<file path="config.mk">
export PLATFORM = sky130hd
export DESIGN_NAME = base_n_string_to_integer
export DESIGN_NICKNAME = d
export VERILOG_FILES = /design/src/sv/bnsi_pkg.sv /design/src/sv/bnsi_cfg.sv /design/src/sv/bnsi_match.sv /design/src/sv/bnsi_core.sv /design/src/sv/base_n_string_to_integer.sv
export VERILOG_INCLUDE_DIRS = /design/src /design/src/sv
export SDC_FILE = /design/constraint.sdc
export NUM_CORES = 2
export LEC_CHECK = 0
export BUFFER_PORTS_ARGS = -buffer_cell sky130_fd_sc_hd__buf_2
export CAP_MARGIN = 0
export CORE_MARGIN = 2
export CORE_UTILIZATION = 25
export DETAILED_ROUTE_END_ITERATION = 8
export PLACE_DENSITY = 0.45
export SYNTH_ARGS = -nofsm -noshare
export SYNTH_HDL_FRONTEND = slang
export SYNTH_SLANG_ARGS = --single-unit
</file>
<file path="constraint.sdc">
create_clock -name clk -period 6.2 [get_ports clk]
set_clock_uncertainty 0.05 [all_clocks]
set_input_delay 1.24 -clock clk [delete_from_list [all_inputs] [get_ports clk]]
set_output_delay 1.24 -clock clk [all_outputs]
set_load 0.1 [all_outputs]
</file>
<file path="src/sv/base_n_string_to_integer_macros.svh">
// Assertion macros for the radix string parser.
// Used by the top level; no other dependencies.
`ifndef BASE_N_STRING_TO_INTEGER_MACROS_SVH
`define BASE_N_STRING_TO_INTEGER_MACROS_SVH

`ifndef SYNTH
`define BNSI_ASSERT_IMPLIES(label, clk, rst_n, cond, prop) \
    label: assert property (@(posedge clk) disable iff (!rst_n) (cond) |-> (prop)) \
        else $error("%m: check failed");
`define BNSI_ASSERT_NEXT(label, clk, rst_n, cond, prop) \
    label: assert property (@(posedge clk) disable iff (!rst_n) (cond) |=> (prop)) \
        else $error("%m: check failed");
`else
`define BNSI_ASSERT_IMPLIES(label, clk, rst_n, cond, prop)
`define BNSI_ASSERT_NEXT(label, clk, rst_n, cond, prop)
`endif

`endif

</file>
<file path="src/sv/bnsi_pkg.sv">
// Shared types and constants for the radix string parser.
// No dependencies.
`timescale 1ns / 1ps

package bnsi_pkg;

    localparam int SYMBOLS_LIMIT = 16;
    localparam int SYMS_PER_WORD = 8;
    localparam int CHAR_W        = 8;
    localparam int SYM_IDX_W     = 4;
    localparam int RADIX_W       = 5;
    localparam int OUT_VALUE_W   = 32;
    localparam int CFG_IDX_W     = 2;
    localparam int CFG_DATA_W    = 64;

    localparam logic [CFG_IDX_W-1:0] CFG_SYMBOLS_LOW  = 2'd0;
    localparam logic [CFG_IDX_W-1:0] CFG_SYMBOLS_HIGH = 2'd1;
    localparam logic [CFG_IDX_W-1:0] CFG_BASE_LENGTH  = 2'd2;

    localparam logic [CHAR_W-1:0] CHAR_NUL   = 8'h00;
    localparam logic [CHAR_W-1:0] CHAR_SPACE = 8'h20;
    localparam logic [CHAR_W-1:0] CHAR_PLUS  = 8'h2B;
    localparam logic [CHAR_W-1:0] CHAR_MINUS = 8'h2D;

    typedef logic [CHAR_W-1:0] sym_t;

    typedef enum logic [1:0] {
        PH_SPACES,
        PH_SIGNS,
        PH_DIGITS,
        PH_DONE
    } phase_t;

    typedef struct packed {
        logic                 hit;
        logic [SYM_IDX_W-1:0] idx;
    } match_t;

    typedef struct packed {
        logic signed [OUT_VALUE_W-1:0] value;
        logic                          base_invalid;
        logic                          overflow;
    } result_t;

endpackage

</file>
<file path="src/sv/bnsi_cfg.sv">
// Configuration registers: alphabet symbols, clamped radix, alphabet validity flag.
// Depends on bnsi_pkg.
`timescale 1ns / 1ps

module bnsi_cfg #(
    parameter int MAX_SYMBOLS = 16
) (
    input  logic                                clk,
    input  logic                                rst_n,
    input  logic                                cfg_we,
    input  logic [bnsi_pkg::CFG_IDX_W-1:0]      cfg_index,
    input  logic [bnsi_pkg::CFG_DATA_W-1:0]     cfg_data,
    output bnsi_pkg::sym_t                      symbols [MAX_SYMBOLS],
    output logic [bnsi_pkg::RADIX_W-1:0]        radix,
    output logic                                base_invalid
);
    import bnsi_pkg::*;

    sym_t               sym_reg [MAX_SYMBOLS];
    logic [RADIX_W-1:0] radix_reg;
    logic [RADIX_W-1:0] len_clamped;
    logic               invalid_flag;

    assign len_clamped = (cfg_data[RADIX_W-1:0] > RADIX_W'(MAX_SYMBOLS))
                         ? RADIX_W'(MAX_SYMBOLS) : cfg_data[RADIX_W-1:0];

    always_ff @(posedge clk or negedge rst_n)
    begin
        if (!rst_n)
        begin
            for (int k = 0; k < MAX_SYMBOLS; k++)
            begin
                sym_reg[k] <= '0;
            end
            radix_reg <= '0;
        end
        else if (cfg_we)
        begin
            unique case (cfg_index)
                CFG_SYMBOLS_LOW:
                begin
                    for (int k = 0; k < MAX_SYMBOLS; k++)
                    begin
                        if (k < SYMS_PER_WORD)
                        begin
                            sym_reg[k] <= cfg_data[(k % SYMS_PER_WORD) * CHAR_W +: CHAR_W];
                        end
                    end
                end
                CFG_SYMBOLS_HIGH:
                begin
                    for (int k = 0; k < MAX_SYMBOLS; k++)
                    begin
                        if (k >= SYMS_PER_WORD)
                        begin
                            sym_reg[k] <= cfg_data[(k % SYMS_PER_WORD) * CHAR_W +: CHAR_W];
                        end
                    end
                end
                CFG_BASE_LENGTH:
                begin
                    radix_reg <= len_clamped;
                end
                default:
                begin
                    radix_reg <= radix_reg;
                end
            endcase
        end
    end

    // flag short alphabets, sign or space symbols, and repeats
    always_comb
    begin
        invalid_flag = (radix_reg < RADIX_W'(2));
        for (int i = 0; i < MAX_SYMBOLS; i++)
        begin
            if (RADIX_W'(i) < radix_reg)
            begin
                if (sym_reg[i] == CHAR_PLUS || sym_reg[i] == CHAR_MINUS ||
                    sym_reg[i] == CHAR_SPACE)
                begin
                    invalid_flag = 1'b1;
                end
                for (int j = i + 1; j < MAX_SYMBOLS; j++)
                begin
                    if (RADIX_W'(j) < radix_reg && sym_reg[j] == sym_reg[i])
                    begin
                        invalid_flag = 1'b1;
                    end
                end
            end
        end
    end

    assign symbols      = sym_reg;
    assign radix        = radix_reg;
    assign base_invalid = invalid_flag;

endmodule

</file>
<file path="src/sv/bnsi_match.sv">
// Parallel symbol compare with lowest-index priority.
// Depends on bnsi_pkg.
`timescale 1ns / 1ps

module bnsi_match #(
    parameter int MAX_SYMBOLS = 16
) (
    input  logic [bnsi_pkg::CHAR_W-1:0]  char_code,
    input  bnsi_pkg::sym_t               symbols [MAX_SYMBOLS],
    input  logic [bnsi_pkg::RADIX_W-1:0] radix,
    output bnsi_pkg::match_t             match
);
    import bnsi_pkg::*;

    always_comb
    begin
        match.hit = 1'b0;
        match.idx = '0;
        for (int k = MAX_SYMBOLS - 1; k >= 0; k--)
        begin
            if (RADIX_W'(k) < radix && symbols[k] == char_code)
            begin
                match.hit = 1'b1;
                match.idx = SYM_IDX_W'(k);
            end
        end
    end

endmodule

</file>
<file path="src/sv/bnsi_core.sv">
// Parse state machine and accumulator: one character per step, multiply-add per digit.
// Depends on bnsi_pkg.
`timescale 1ns / 1ps

module bnsi_core #(
    parameter int VALUE_WIDTH = 32
) (
    input  logic                         clk,
    input  logic                         rst_n,
    input  logic                         step,
    input  logic [bnsi_pkg::CHAR_W-1:0]  char_code,
    input  logic                         end_of_string,
    input  bnsi_pkg::match_t             match,
    input  logic [bnsi_pkg::RADIX_W-1:0] radix,
    input  logic                         base_invalid,
    output bnsi_pkg::result_t            result
);
    import bnsi_pkg::*;

    localparam int PROD_W = VALUE_WIDTH + RADIX_W;
    localparam logic [PROD_W-1:0] LIMIT = PROD_W'({1'b0, {(VALUE_WIDTH-1){1'b1}}});

    phase_t                   phase_reg;
    phase_t                   phase_next;
    logic [VALUE_WIDTH-1:0]   acc_reg;
    logic [VALUE_WIDTH-1:0]   acc_next;
    logic                     minus_reg;
    logic                     minus_next;
    logic                     ovf_reg;
    logic                     ovf_next;

    logic                     is_nul;
    logic                     is_space;
    logic                     is_minus;
    logic                     is_sign;
    logic                     take_digit;
    logic                     toggle;
    logic                     grow;
    logic [PROD_W-1:0]        prod;
    logic [VALUE_WIDTH-1:0]   signed_mag;

    assign is_nul   = (char_code == CHAR_NUL);
    assign is_space = (char_code == CHAR_SPACE);
    assign is_minus = (char_code == CHAR_MINUS);
    assign is_sign  = is_minus || (char_code == CHAR_PLUS);

    assign take_digit = !is_nul &&
                        ((phase_reg == PH_SPACES && !is_space && !is_sign) ||
                         (phase_reg == PH_SIGNS && !is_sign) ||
                         (phase_reg == PH_DIGITS));
    assign toggle = !is_nul && is_minus &&
                    (phase_reg == PH_SPACES || phase_reg == PH_SIGNS);
    assign grow   = take_digit && match.hit;

    always_comb
    begin
        phase_next = phase_reg;
        if (step)
        begin
            if (end_of_string)
            begin
                phase_next = PH_SPACES;
            end
            else if (is_nul)
            begin
                phase_next = PH_DONE;
            end
            else
            begin
                unique case (phase_reg)
                    PH_SPACES:
                    begin
                        if (is_sign)
                        begin
                            phase_next = PH_SIGNS;
                        end
                        else if (!is_space)
                        begin
                            phase_next = match.hit ? PH_DIGITS : PH_DONE;
                        end
                    end
                    PH_SIGNS:
                    begin
                        if (!is_sign)
                        begin
                            phase_next = match.hit ? PH_DIGITS : PH_DONE;
                        end
                    end
                    PH_DIGITS:
                    begin
                        if (!match.hit)
                        begin
                            phase_next = PH_DONE;
                        end
                    end
                    PH_DONE:
                    begin
                        phase_next = PH_DONE;
                    end
                endcase
            end
        end
    end

    always_comb
    begin
        prod       = PROD_W'(acc_reg) * PROD_W'(radix) + PROD_W'(match.idx);
        acc_next   = grow ? prod[VALUE_WIDTH-1:0] : acc_reg;
        minus_next = minus_reg ^ toggle;
        ovf_next   = ovf_reg | (grow && (prod > LIMIT));
        signed_mag = minus_next ? (~acc_next + VALUE_WIDTH'(1)) : acc_next;

        result.base_invalid = base_invalid;
        result.value        = base_invalid ? '0 : OUT_VALUE_W'(signed'(signed_mag));
        result.overflow     = !base_invalid && ovf_next;
    end

    always_ff @(posedge clk or negedge rst_n)
    begin
        if (!rst_n)
        begin
            phase_reg <= PH_SPACES;
            acc_reg   <= '0;
            minus_reg <= 1'b0;
            ovf_reg   <= 1'b0;
        end
        else
        begin
            phase_reg <= phase_next;
            if (step)
            begin
                if (end_of_string)
                begin
                    acc_reg   <= '0;
                    minus_reg <= 1'b0;
                    ovf_reg   <= 1'b0;
                end
                else
                begin
                    acc_reg   <= acc_next;
                    minus_reg <= minus_next;
                    ovf_reg   <= ovf_next;
                end
            end
        end
    end

endmodule

</file>
<file path="src/sv/base_n_string_to_integer.sv">
// Top level of the radix string parser: input register, parse core, result register.
// Depends on bnsi_pkg, bnsi_cfg, bnsi_match, bnsi_core and the assertion macro header.
`timescale 1ns / 1ps
`include "base_n_string_to_integer_macros.svh"

// Takes one character per beat and sustains one beat per cycle, but an
// end-of-string beat is held in the input register while the output register
// is full and m_tready is low. A character waits in the input register while
// it is matched against the alphabet and folded into the accumulator by a
// single multiply-add; on the beat marked by s_tlast the result is written to
// the output register as that beat leaves the input register. The accumulator
// multiply-add is the one loop that sets the cycle. The configuration port is
// always ready; write it only while no beat is in flight. m_tuser flags an
// unusable alphabet (value then 0) and a wrapped result.
module base_n_string_to_integer #(
    parameter int MAX_SYMBOLS = 16,
    parameter int VALUE_WIDTH = 32
) (
    input  logic                                clk,
    input  logic                                rst_n,
    input  logic                                s_tvalid,
    output logic                                s_tready,
    input  logic [bnsi_pkg::CHAR_W-1:0]         s_tdata,   // [7:0] char_code
    input  logic                                s_tlast,   // end_of_string
    output logic                                m_tvalid,
    input  logic                                m_tready,
    output logic [bnsi_pkg::OUT_VALUE_W-1:0]    m_tdata,   // [31:0] value
    output logic [1:0]                          m_tuser,   // [0] base_invalid, [1] overflow
    input  logic                                cfg_valid,
    output logic                                cfg_ready,
    input  logic [bnsi_pkg::CFG_IDX_W-1:0]      cfg_index,
    input  logic [bnsi_pkg::CFG_DATA_W-1:0]     cfg_data
);
    import bnsi_pkg::*;

    logic               in_valid_reg;
    logic               in_valid_next;
    logic [CHAR_W-1:0]  in_char_reg;
    logic               in_eos_reg;
    logic               out_valid_reg;
    logic               out_valid_next;
    result_t            out_reg;

    logic               s_accept;
    logic               advance;

    sym_t               symbols [MAX_SYMBOLS];
    logic [RADIX_W-1:0] radix;
    logic               base_invalid;
    match_t             match;
    result_t            result;

    assign cfg_ready = 1'b1;

    bnsi_cfg #(
        .MAX_SYMBOLS (MAX_SYMBOLS)
    ) u_cfg (
        .clk          (clk),
        .rst_n        (rst_n),
        .cfg_we       (cfg_valid && cfg_ready),
        .cfg_index    (cfg_index),
        .cfg_data     (cfg_data),
        .symbols      (symbols),
        .radix        (radix),
        .base_invalid (base_invalid)
    );

    bnsi_match #(
        .MAX_SYMBOLS (MAX_SYMBOLS)
    ) u_match (
        .char_code (in_char_reg),
        .symbols   (symbols),
        .radix     (radix),
        .match     (match)
    );

    bnsi_core #(
        .VALUE_WIDTH (VALUE_WIDTH)
    ) u_core (
        .clk           (clk),
        .rst_n         (rst_n),
        .step          (advance),
        .char_code     (in_char_reg),
        .end_of_string (in_eos_reg),
        .match         (match),
        .radix         (radix),
        .base_invalid  (base_invalid),
        .result        (result)
    );

    // hold an end-of-string beat while the result slot is full and m_tready is low
    assign advance  = in_valid_reg && (!in_eos_reg || !out_valid_reg || m_tready);
    assign s_tready = !in_valid_reg || advance;
    assign s_accept = s_tvalid && s_tready;

    always_comb
    begin
        in_valid_next = in_valid_reg;
        if (s_accept)
        begin
            in_valid_next = 1'b1;
        end
        else if (advance)
        begin
            in_valid_next = 1'b0;
        end

        out_valid_next = out_valid_reg;
        if (advance && in_eos_reg)
        begin
            out_valid_next = 1'b1;
        end
        else if (m_tready)
        begin
            out_valid_next = 1'b0;
        end
    end

    always_ff @(posedge clk or negedge rst_n)
    begin
        if (!rst_n)
        begin
            in_valid_reg  <= 1'b0;
            out_valid_reg <= 1'b0;
        end
        else
        begin
            in_valid_reg  <= in_valid_next;
            out_valid_reg <= out_valid_next;
        end
    end

    always_ff @(posedge clk)
    begin
        if (s_accept)
        begin
            in_char_reg <= s_tdata;
            in_eos_reg  <= s_tlast;
        end
        if (advance && in_eos_reg)
        begin
            out_reg <= result;
        end
    end

    assign m_tvalid   = out_valid_reg;
    assign m_tdata    = out_reg.value;
    assign m_tuser[0] = out_reg.base_invalid;
    assign m_tuser[1] = out_reg.overflow;

    `BNSI_ASSERT_NEXT(a_eos_gives_result, clk, rst_n, advance && in_eos_reg, m_tvalid)
    `BNSI_ASSERT_NEXT(a_input_held, clk, rst_n, in_valid_reg && !advance, in_valid_reg)
    `BNSI_ASSERT_IMPLIES(a_invalid_zero, clk, rst_n, m_tvalid && m_tuser[0], m_tdata == '0 && !m_tuser[1])

endmodule

</file>
* Word level (Yosys, flattened, before mapping)
Cells that the tools add are included.
** Storage, ports and cells
- Flip-flop bits (word level) :: 214
- Input port bits :: 80
- Logic and storage cells :: 637
** Operators by class
- Add/sub/neg operators :: 2
- Multiply operators :: 1
- Order comparisons :: 19
- Equal/unequal tests :: 195
- Multiplexer cells :: 186
- Bitwise logic cells :: 3
- Reduce and logical (&&, ||, !) cells :: 203
** Operators by type and width (count)
- $eq A8 B8 Y1 :: 136
- $eq A8 B6 Y1 const B :: 51
- $mux W1 :: 159
- $logic_and A1 B1 Y1 :: 148
- $mux W32 :: 3
- $mux W5 :: 17
- $lt A4 B5 Y1 const A :: 8
- $logic_or A1 B1 Y1 :: 39
- $add A37 B4 Y37 :: 1
- $gt A37 B31 Y1 const B :: 1
- $mul A32 B5 Y37 :: 1
- $add A32 B1 Y32 const B :: 1
- $not A32 Y32 :: 1
- $lt A3 B5 Y1 const A :: 4
- $mux W2 :: 6
- $lt A1 B5 Y1 const A :: 2
- $lt A2 B5 Y1 const A :: 2
- $logic_not A8 Y1 :: 1
- $pmux W2 S4 :: 1
- $logic_not A1 Y1 :: 7
- $eq A2 B2 Y1 const B :: 3
- $reduce_and A2 Y1 :: 3
- $gt A5 B5 Y1 const B :: 1
- $lt A5 B2 Y1 const B :: 1
- 9 further kinds :: 12

* Depth between registers and ports, before layout
- Depth after elaboration :: 157
- Mapped depth :: 29
- Mapped depth without buffers :: 27

* Hierarchy
A second synthesis with hierarchy kept.
** Second synthesis, totals
- Cell total of the unflattened synthesis :: 3491
- Area total of the unflattened synthesis :: 30379.1 sq um
** Modules (own cells, without submodules)
- bnsi_cfg :: times used 1, cells each 2026, area each 18082.3 sq um, sequential area each 3328.2 sq um
- bnsi_core :: times used 1, cells each 1137, area each 8918.6 sq um, sequential area each 900.9 sq um
- bnsi_match :: times used 1, cells each 273, area each 1954.4 sq um, sequential area each 0.0 sq um
- base_n_string_to_integer :: times used 1, cells each 55, area each 1423.9 sq um, sequential area each 1341.3 sq um

* Least setup slack after synthesis
OpenSTA, ideal clock, no wires.
- Path kind :: flip-flop to flip-flop
- Start :: register u_cfg.sym_reg (netlist bit u_cfg.symbols[19])
- End :: register out_reg (netlist bit m_tdata[30]) (data pin)
- Library setup time :: 0.266 ns
- Arrival :: 6.185 ns
- Data required time :: 5.884 ns
- Setup slack :: -0.301 ns
- Stages on the path, launching flop included :: 26
- Path buffers :: 1
- Path through :: dfrtp_1 clkbuf_1 xnor2_1 nand4_1 nor3_1 nand4b_2 nor2b_1 o21bai_1 fa_1 inv_1 ha_1 ha_1 ha_1 inv_1 fa_1 nand2b_1 a211oi_1 o21ai_2 xnor2_1 or2_1 or4_1 o41a_1 a211o_1 o41ai_2 xor2_1 nor2_1
** Between the ends
- Cells in the longest elaborated chain, start to end :: 141
- Elaborated cells between the ends (all ways) :: 196
- Those cells by class :: add/sub (2); eq/ne (19); mux (155); bitwise (1); reduce/logical (19)
** RTL lines
- start: declaration :: line bnsi_cfg.sv:19 : sym_t sym_reg [MAX_SYMBOLS];
- start signal: indexed assignment :: line bnsi_cfg.sv:46 : sym_reg[k] <= cfg_data[(k % SYMS_PER_WORD) * CHAR_W +: CHAR_W];
- start signal: indexed assignment :: line bnsi_cfg.sv:56 : sym_reg[k] <= cfg_data[(k % SYMS_PER_WORD) * CHAR_W +: CHAR_W];
- $eq A8 B8 Y1 :: line bnsi_cfg.sv:87 : if (RADIX_W'(j) < radix_reg && sym_reg[j] == sym_reg[i])
- $logic_and A1 B1 Y1 :: line bnsi_cfg.sv:87
- $mux W1 (3 in a row) :: line bnsi_cfg.sv:87
- $mux W1 :: line bnsi_cfg.sv:78 : if (RADIX_W'(i) < radix_reg)
- $mux W1 :: line bnsi_cfg.sv:80 : if (sym_reg[i] == CHAR_PLUS || sym_reg[i] == CHAR_MINUS ||
- $mux W1 (14 in a row) :: line bnsi_cfg.sv:87
- $mux W1 :: line bnsi_cfg.sv:78
- $mux W1 :: line bnsi_cfg.sv:80
- (+109 left out)
- $mux W1 :: line bnsi_cfg.sv:80
- $mux W1 (2 in a row) :: line bnsi_cfg.sv:87
- $mux W1 :: line bnsi_cfg.sv:78
- $mux W1 :: line bnsi_cfg.sv:80
- $mux W1 :: line bnsi_cfg.sv:87
- $mux W1 :: line bnsi_cfg.sv:78
- $mux W1 :: line bnsi_cfg.sv:80
- $mux W1 :: line bnsi_cfg.sv:78
- end signal: assignment :: line base_n_string_to_integer.sv:142 : out_reg <= result;
- end: declaration :: line base_n_string_to_integer.sv:42 : result_t out_reg;
Several ways; a longest one is shown, not always the timed one.
A chain may end at the register's enable or synchronous reset.

* Worst setup path in the final report
- Start :: register u_cfg.radix_reg[4], in the netlist u_cfg.radix[4]
- End :: register out_reg (netlist bit m_tdata[30]) (data pin)
** Between the ends
- Cells in the longest elaborated chain, start to end :: 153
- Elaborated cells between the ends (all ways) :: 328
- Those cells by class :: add/sub (2); mul (1); order compare (17); mux (170); bitwise (1); reduce/logical (137)
** RTL lines
- start: declaration :: line bnsi_cfg.sv:20 : logic [RADIX_W-1:0] radix_reg;
- start signal: assignment :: line bnsi_cfg.sv:62 : radix_reg <= len_clamped;
- start signal: assignment :: line bnsi_cfg.sv:66 : radix_reg <= radix_reg;
- $lt A5 B2 Y1 / $lt A1 B5 Y1 (equally long branches)
- $mux W1 / $logic_and A1 B1 Y1 (equally long branches) :: line bnsi_cfg.sv:80, bnsi_cfg.sv:87
- $mux W1 (15 in a row) :: line bnsi_cfg.sv:87
- $mux W1 :: line bnsi_cfg.sv:78
- $mux W1 :: line bnsi_cfg.sv:80
- $mux W1 (14 in a row) :: line bnsi_cfg.sv:87
- $mux W1 :: line bnsi_cfg.sv:78
- $mux W1 :: line bnsi_cfg.sv:80
- (+109 left out)
- $mux W1 :: line bnsi_cfg.sv:80
- $mux W1 (2 in a row) :: line bnsi_cfg.sv:87
- $mux W1 :: line bnsi_cfg.sv:78
- $mux W1 :: line bnsi_cfg.sv:80
- $mux W1 :: line bnsi_cfg.sv:87
- $mux W1 :: line bnsi_cfg.sv:78
- $mux W1 :: line bnsi_cfg.sv:80
- $mux W1 :: line bnsi_cfg.sv:78
Several ways; a longest one is shown, not always the timed one.

==> flow_summary.ini <==
[synth]
syn_avg_cell_area_um2 = 8.66
ys_warn_count = 0
synthCells = 3412
synth_seq_area_share_pct = 18.8
ys.flop_type = dfrtp_1
synth_top_area_cell = xnor2_1
synth_top_family_by_area = XOR/XNOR gates
synth-simple-area-share_pct = 17.2
synth-compound-area-share_pct = 7.40
synth_xor_area_share_pct = 34.3
synth_area_um2 = 29600
synth_fa_ha_area_share_pct = 9.50
synth_edf_count = 43
syn_nets = 3660
synth_top_area_share_pct = 20.3
synthMuxAreaShare_pct = 5.80
ys_async_sr_fraction_pct = 79.9
ys_top_cells_by_area = xnor2_1 (20%), dfrtp_1 (14%), xor2_1 (14%), fa_1 (6.4%), mux2_2 (5.0%)
netlist-cell-type-count = 94
synth-seq-cells = 214

[worst_setup_path]
crit_type = reg -> reg
cp_max_fo = 6
cp-startpoint = u_cfg.radix[4]
cp.arrival_ns = 6.93
crit_required_ns = 6.50
rr_startpoint = u_cfg.radix[4]
crit_path_end_kind = register
critPathLaunchType = register

[clocking]
numCtsBuffers = 31
clk_pin_slew_worst_paths_ns = 0.07
clock-sinks = 214
holdBufCountCts = 0
cts_root_buf = clkbuf_16
cts_buffer_depth = 3
htree_levels = 1
insertion_delay_ns = 0.64
cts_tree = yes

[global_routing]
grt_pass1_vias = 26300
gr-usage-all-layers_pct = 21.5
overflow = 0
grt_max_degree = 89
antenna_found_initial = 12
grt_pass1_wl_um = 193000

[routing]
via_per_inst = 5.19
vias = 26500
finalWirelength_um = 133000
wl_per_cell_um = 26.1
drt_drc_violations_left = 0
ant_nets = 0
drtIter0Drc = 2273
drt_pass1_iterations = 5

[outcome]
status = complete, but fails checks
violations = setup timing

[die]
core_region_area_um2 = 118000
die_area_um2 = 121000
start_util_pct = 25.1
rows = 126
die_w_um = 348
ios = 117
die_h_um = 348

[timing]
slew_headroom_pct = 3.12
setup_ws_ns = -0.428
period_share_pct = 107
worstMarginPinSlew_ns = 1.44
fin_crit_ns = 6.63
finalHoldViolCount = 0
whs_ns = 0.531
setup_violations = 19
max_freq_mhz = 151
maxSlewViolCount = 0
rsz0062_at_grt = yes

[finish]
finalNetCount = 3792
stdcell_count = 5106
multi_input_area_um2 = 22400
drive_above_1_share_pct = 21.3
largest_reg_flops = 128
final_cell_area_um2 = 34700
syn2layout_area_growth_pct = 17.2
n_fill_cell = 12500
layout.area.seq_um2 = 5570

[placement]
dp_cells = 5032
post-dp-hpwl_um = 91500
gp_congestion = 0.936
placed_area_um2 = 33000
post-place-ws_ns = -0.462
io_buffers = 115

[power]
p_switching_mw = 4.60
power.density_nw_per_um2 = 274
seqPwrFrac_pct = 20.5
total_power_mw = 9.49
power_frac_clock_pct = 19.8
p_comb_share_pct = 59.7
netSwitchingFraction_pct = 48.5
p_leak_nw = 13.2
ir_drop_v = 0.000225
power.internal_mw = 4.89

[worst_hold_path]
hold_class = reg -> reg
hp-start = u_core.acc_reg[3]

[job]
maxCapViolCount = 0
per-layer routing:
metal	track usage [%]	wire length, um	share of wire, %
met3	3.21	9220	6.9
met2	34.2	59900	45
met4	10.4	7500	5.6
met1	28.3	56500	42
met5	0	50	0.038
area by class of cell:
class,instances,area share (%)
Multi-Input combinational cell,2729,64.7
Inverter,109,1.18
Sequential cell,214,16.1
Clock inverter,16,0.480
Timing Repair Buffer,459,9.39
Clock buffer,42,2.56
Antenna cell,1,0.00722
Tap cell,1536,5.55
worst max-delay path: stages (launching register included):
cell and delay, ns:
dfrtp_2 0.46, or2_1 0.39, nor3b_2 0.35, or3_1 0.25
nand4_4 0.15, o21bai_2 0.24, fa_1 0.49, inv_1 0.06
ha_4 0.22, ha_4 0.28, ha_4 0.13, inv_2 0.04
fa_2 0.39, nand2b_4 0.16, a211oi_4 0.34, o21ai_2 0.13
xnor2_1 0.15, or2_1 0.26, or4_4 0.50, o41a_1 0.46
a211o_1 0.29, o41ai_2 0.35, xor2_1 0.18, nor2_1 0.05
cells by family (layout without fill, tap and decap cells):
family | Yosys count | count (layout)
xor+xnor | 1158 | 1158
simple gates | 920 | 920
buf+inv | 469 | 626
compound gates | 329 | 329
flops | 214 | 214
fa+ha+maj | 168 | 168
mux | 153 | 153
other cells | 1 | 2
final timing paths:
| check | endpoint | slack (ns) | cells past startpoint |
|---|---|---|---|
| worst max-delay path | m_tdata[30] | -0.43 | 23 |
| worst min-delay path | u_core.acc_reg[3] | 0.53 | 2 |
| worst max register to register | m_tdata[30] | -0.43 | 23 |
| worst min register to register | u_core.acc_reg[3] | 0.53 | 2 |
| max in group asynchronous | u_cfg.symbols[82] | 4.41 | 2 |
| min in group asynchronous | u_cfg.symbols[110] | 0.63 | 1 |
repair_timing:
action                                  4_1_cts  5_1_grt
pin swaps                                    15       59
buffers inserted                              6       11
resized for setup                            49       45
endpoints found under the setup margin       20       27
gates cloned                                  1        0
cells in the final DEF (no fill, tap or decap), types with 8 or more instances in the layout:
| master | count |
|---|---|
| nor2_1 | 89 |
| nor3_1 | 81 |
| mux2_2 | 132 |
| fa_1 | 92 |
| or3_1 | 11 |
| a21oi_1 | 57 |
| edfxtp_1 | 43 |
| inv_1 | 107 |
| a21o_1 | 12 |
| and2_1 | 86 |
| nand2b_1 | 24 |
| o21ai_0 | 73 |
| mux2i_1 | 19 |
| ha_1 | 69 |
| nor4_1 | 145 |
| a211oi_1 | 10 |
| xnor2_1 | 681 |
| nor4_2 | 9 |
| xor2_1 | 471 |
| buf_2 | 114 |
| nand4_1 | 164 |
| o21ai_1 | 14 |
| and3_1 | 8 |
| nand3_1 | 41 |
| clkbuf_16 | 32 |
| a31oi_1 | 60 |
| buf_4 | 332 |
| nor2b_1 | 8 |
| dfrtp_1 | 168 |
| nand2_1 | 184 |
cells in the mapped netlist, types with 13 or more instances:
cell      count
a211oi_1     16
a21oi_1      60
a31oi_1      60
and2_1       86
buf_1       102
buf_2       120
buf_6        15
clkbuf_1    114
dfrtp_1     171
edfxtp_1     43
fa_1         94
ha_1         74
inv_1       109
mux2_2      132
mux2i_1      19
nand2_1     185
nand2b_1     25
nand3_1      42
nand4_1     164
nor2_1       92
nor3_1       88
nor4_1      150
o21ai_0      81
or3_1        13
xnor2_1     686
xor2_1      472
power groups by stage:
| stage | Sequential (mW) | Combinational, mW | Clock [mW] |
|---|---|---|---|
| final | 1.95 | 5.66 | 1.88 |
| after global routing | 1.94 | 5.99 | 1.96 |
| after CTS | 1.92 | 5.55 | 1.91 |
| after detailed placement | 1.94 | 5.48 | 0 |
| after global placement | 1.95 | 5.41 | 0 |
| after floorplan | 1.77 | 3.88 | 0 |
per-stage QoR:
stage	TNS, ns	util, %
after floorplan	-0.0159	-
after global placement	-6.08	28.1
after detailed placement	-5.89	28.1
after CTS	-2.07	29.2
after global routing	-8.55	29.5
final	-4.18	29.5
Power figures use the tool's default switching activity.
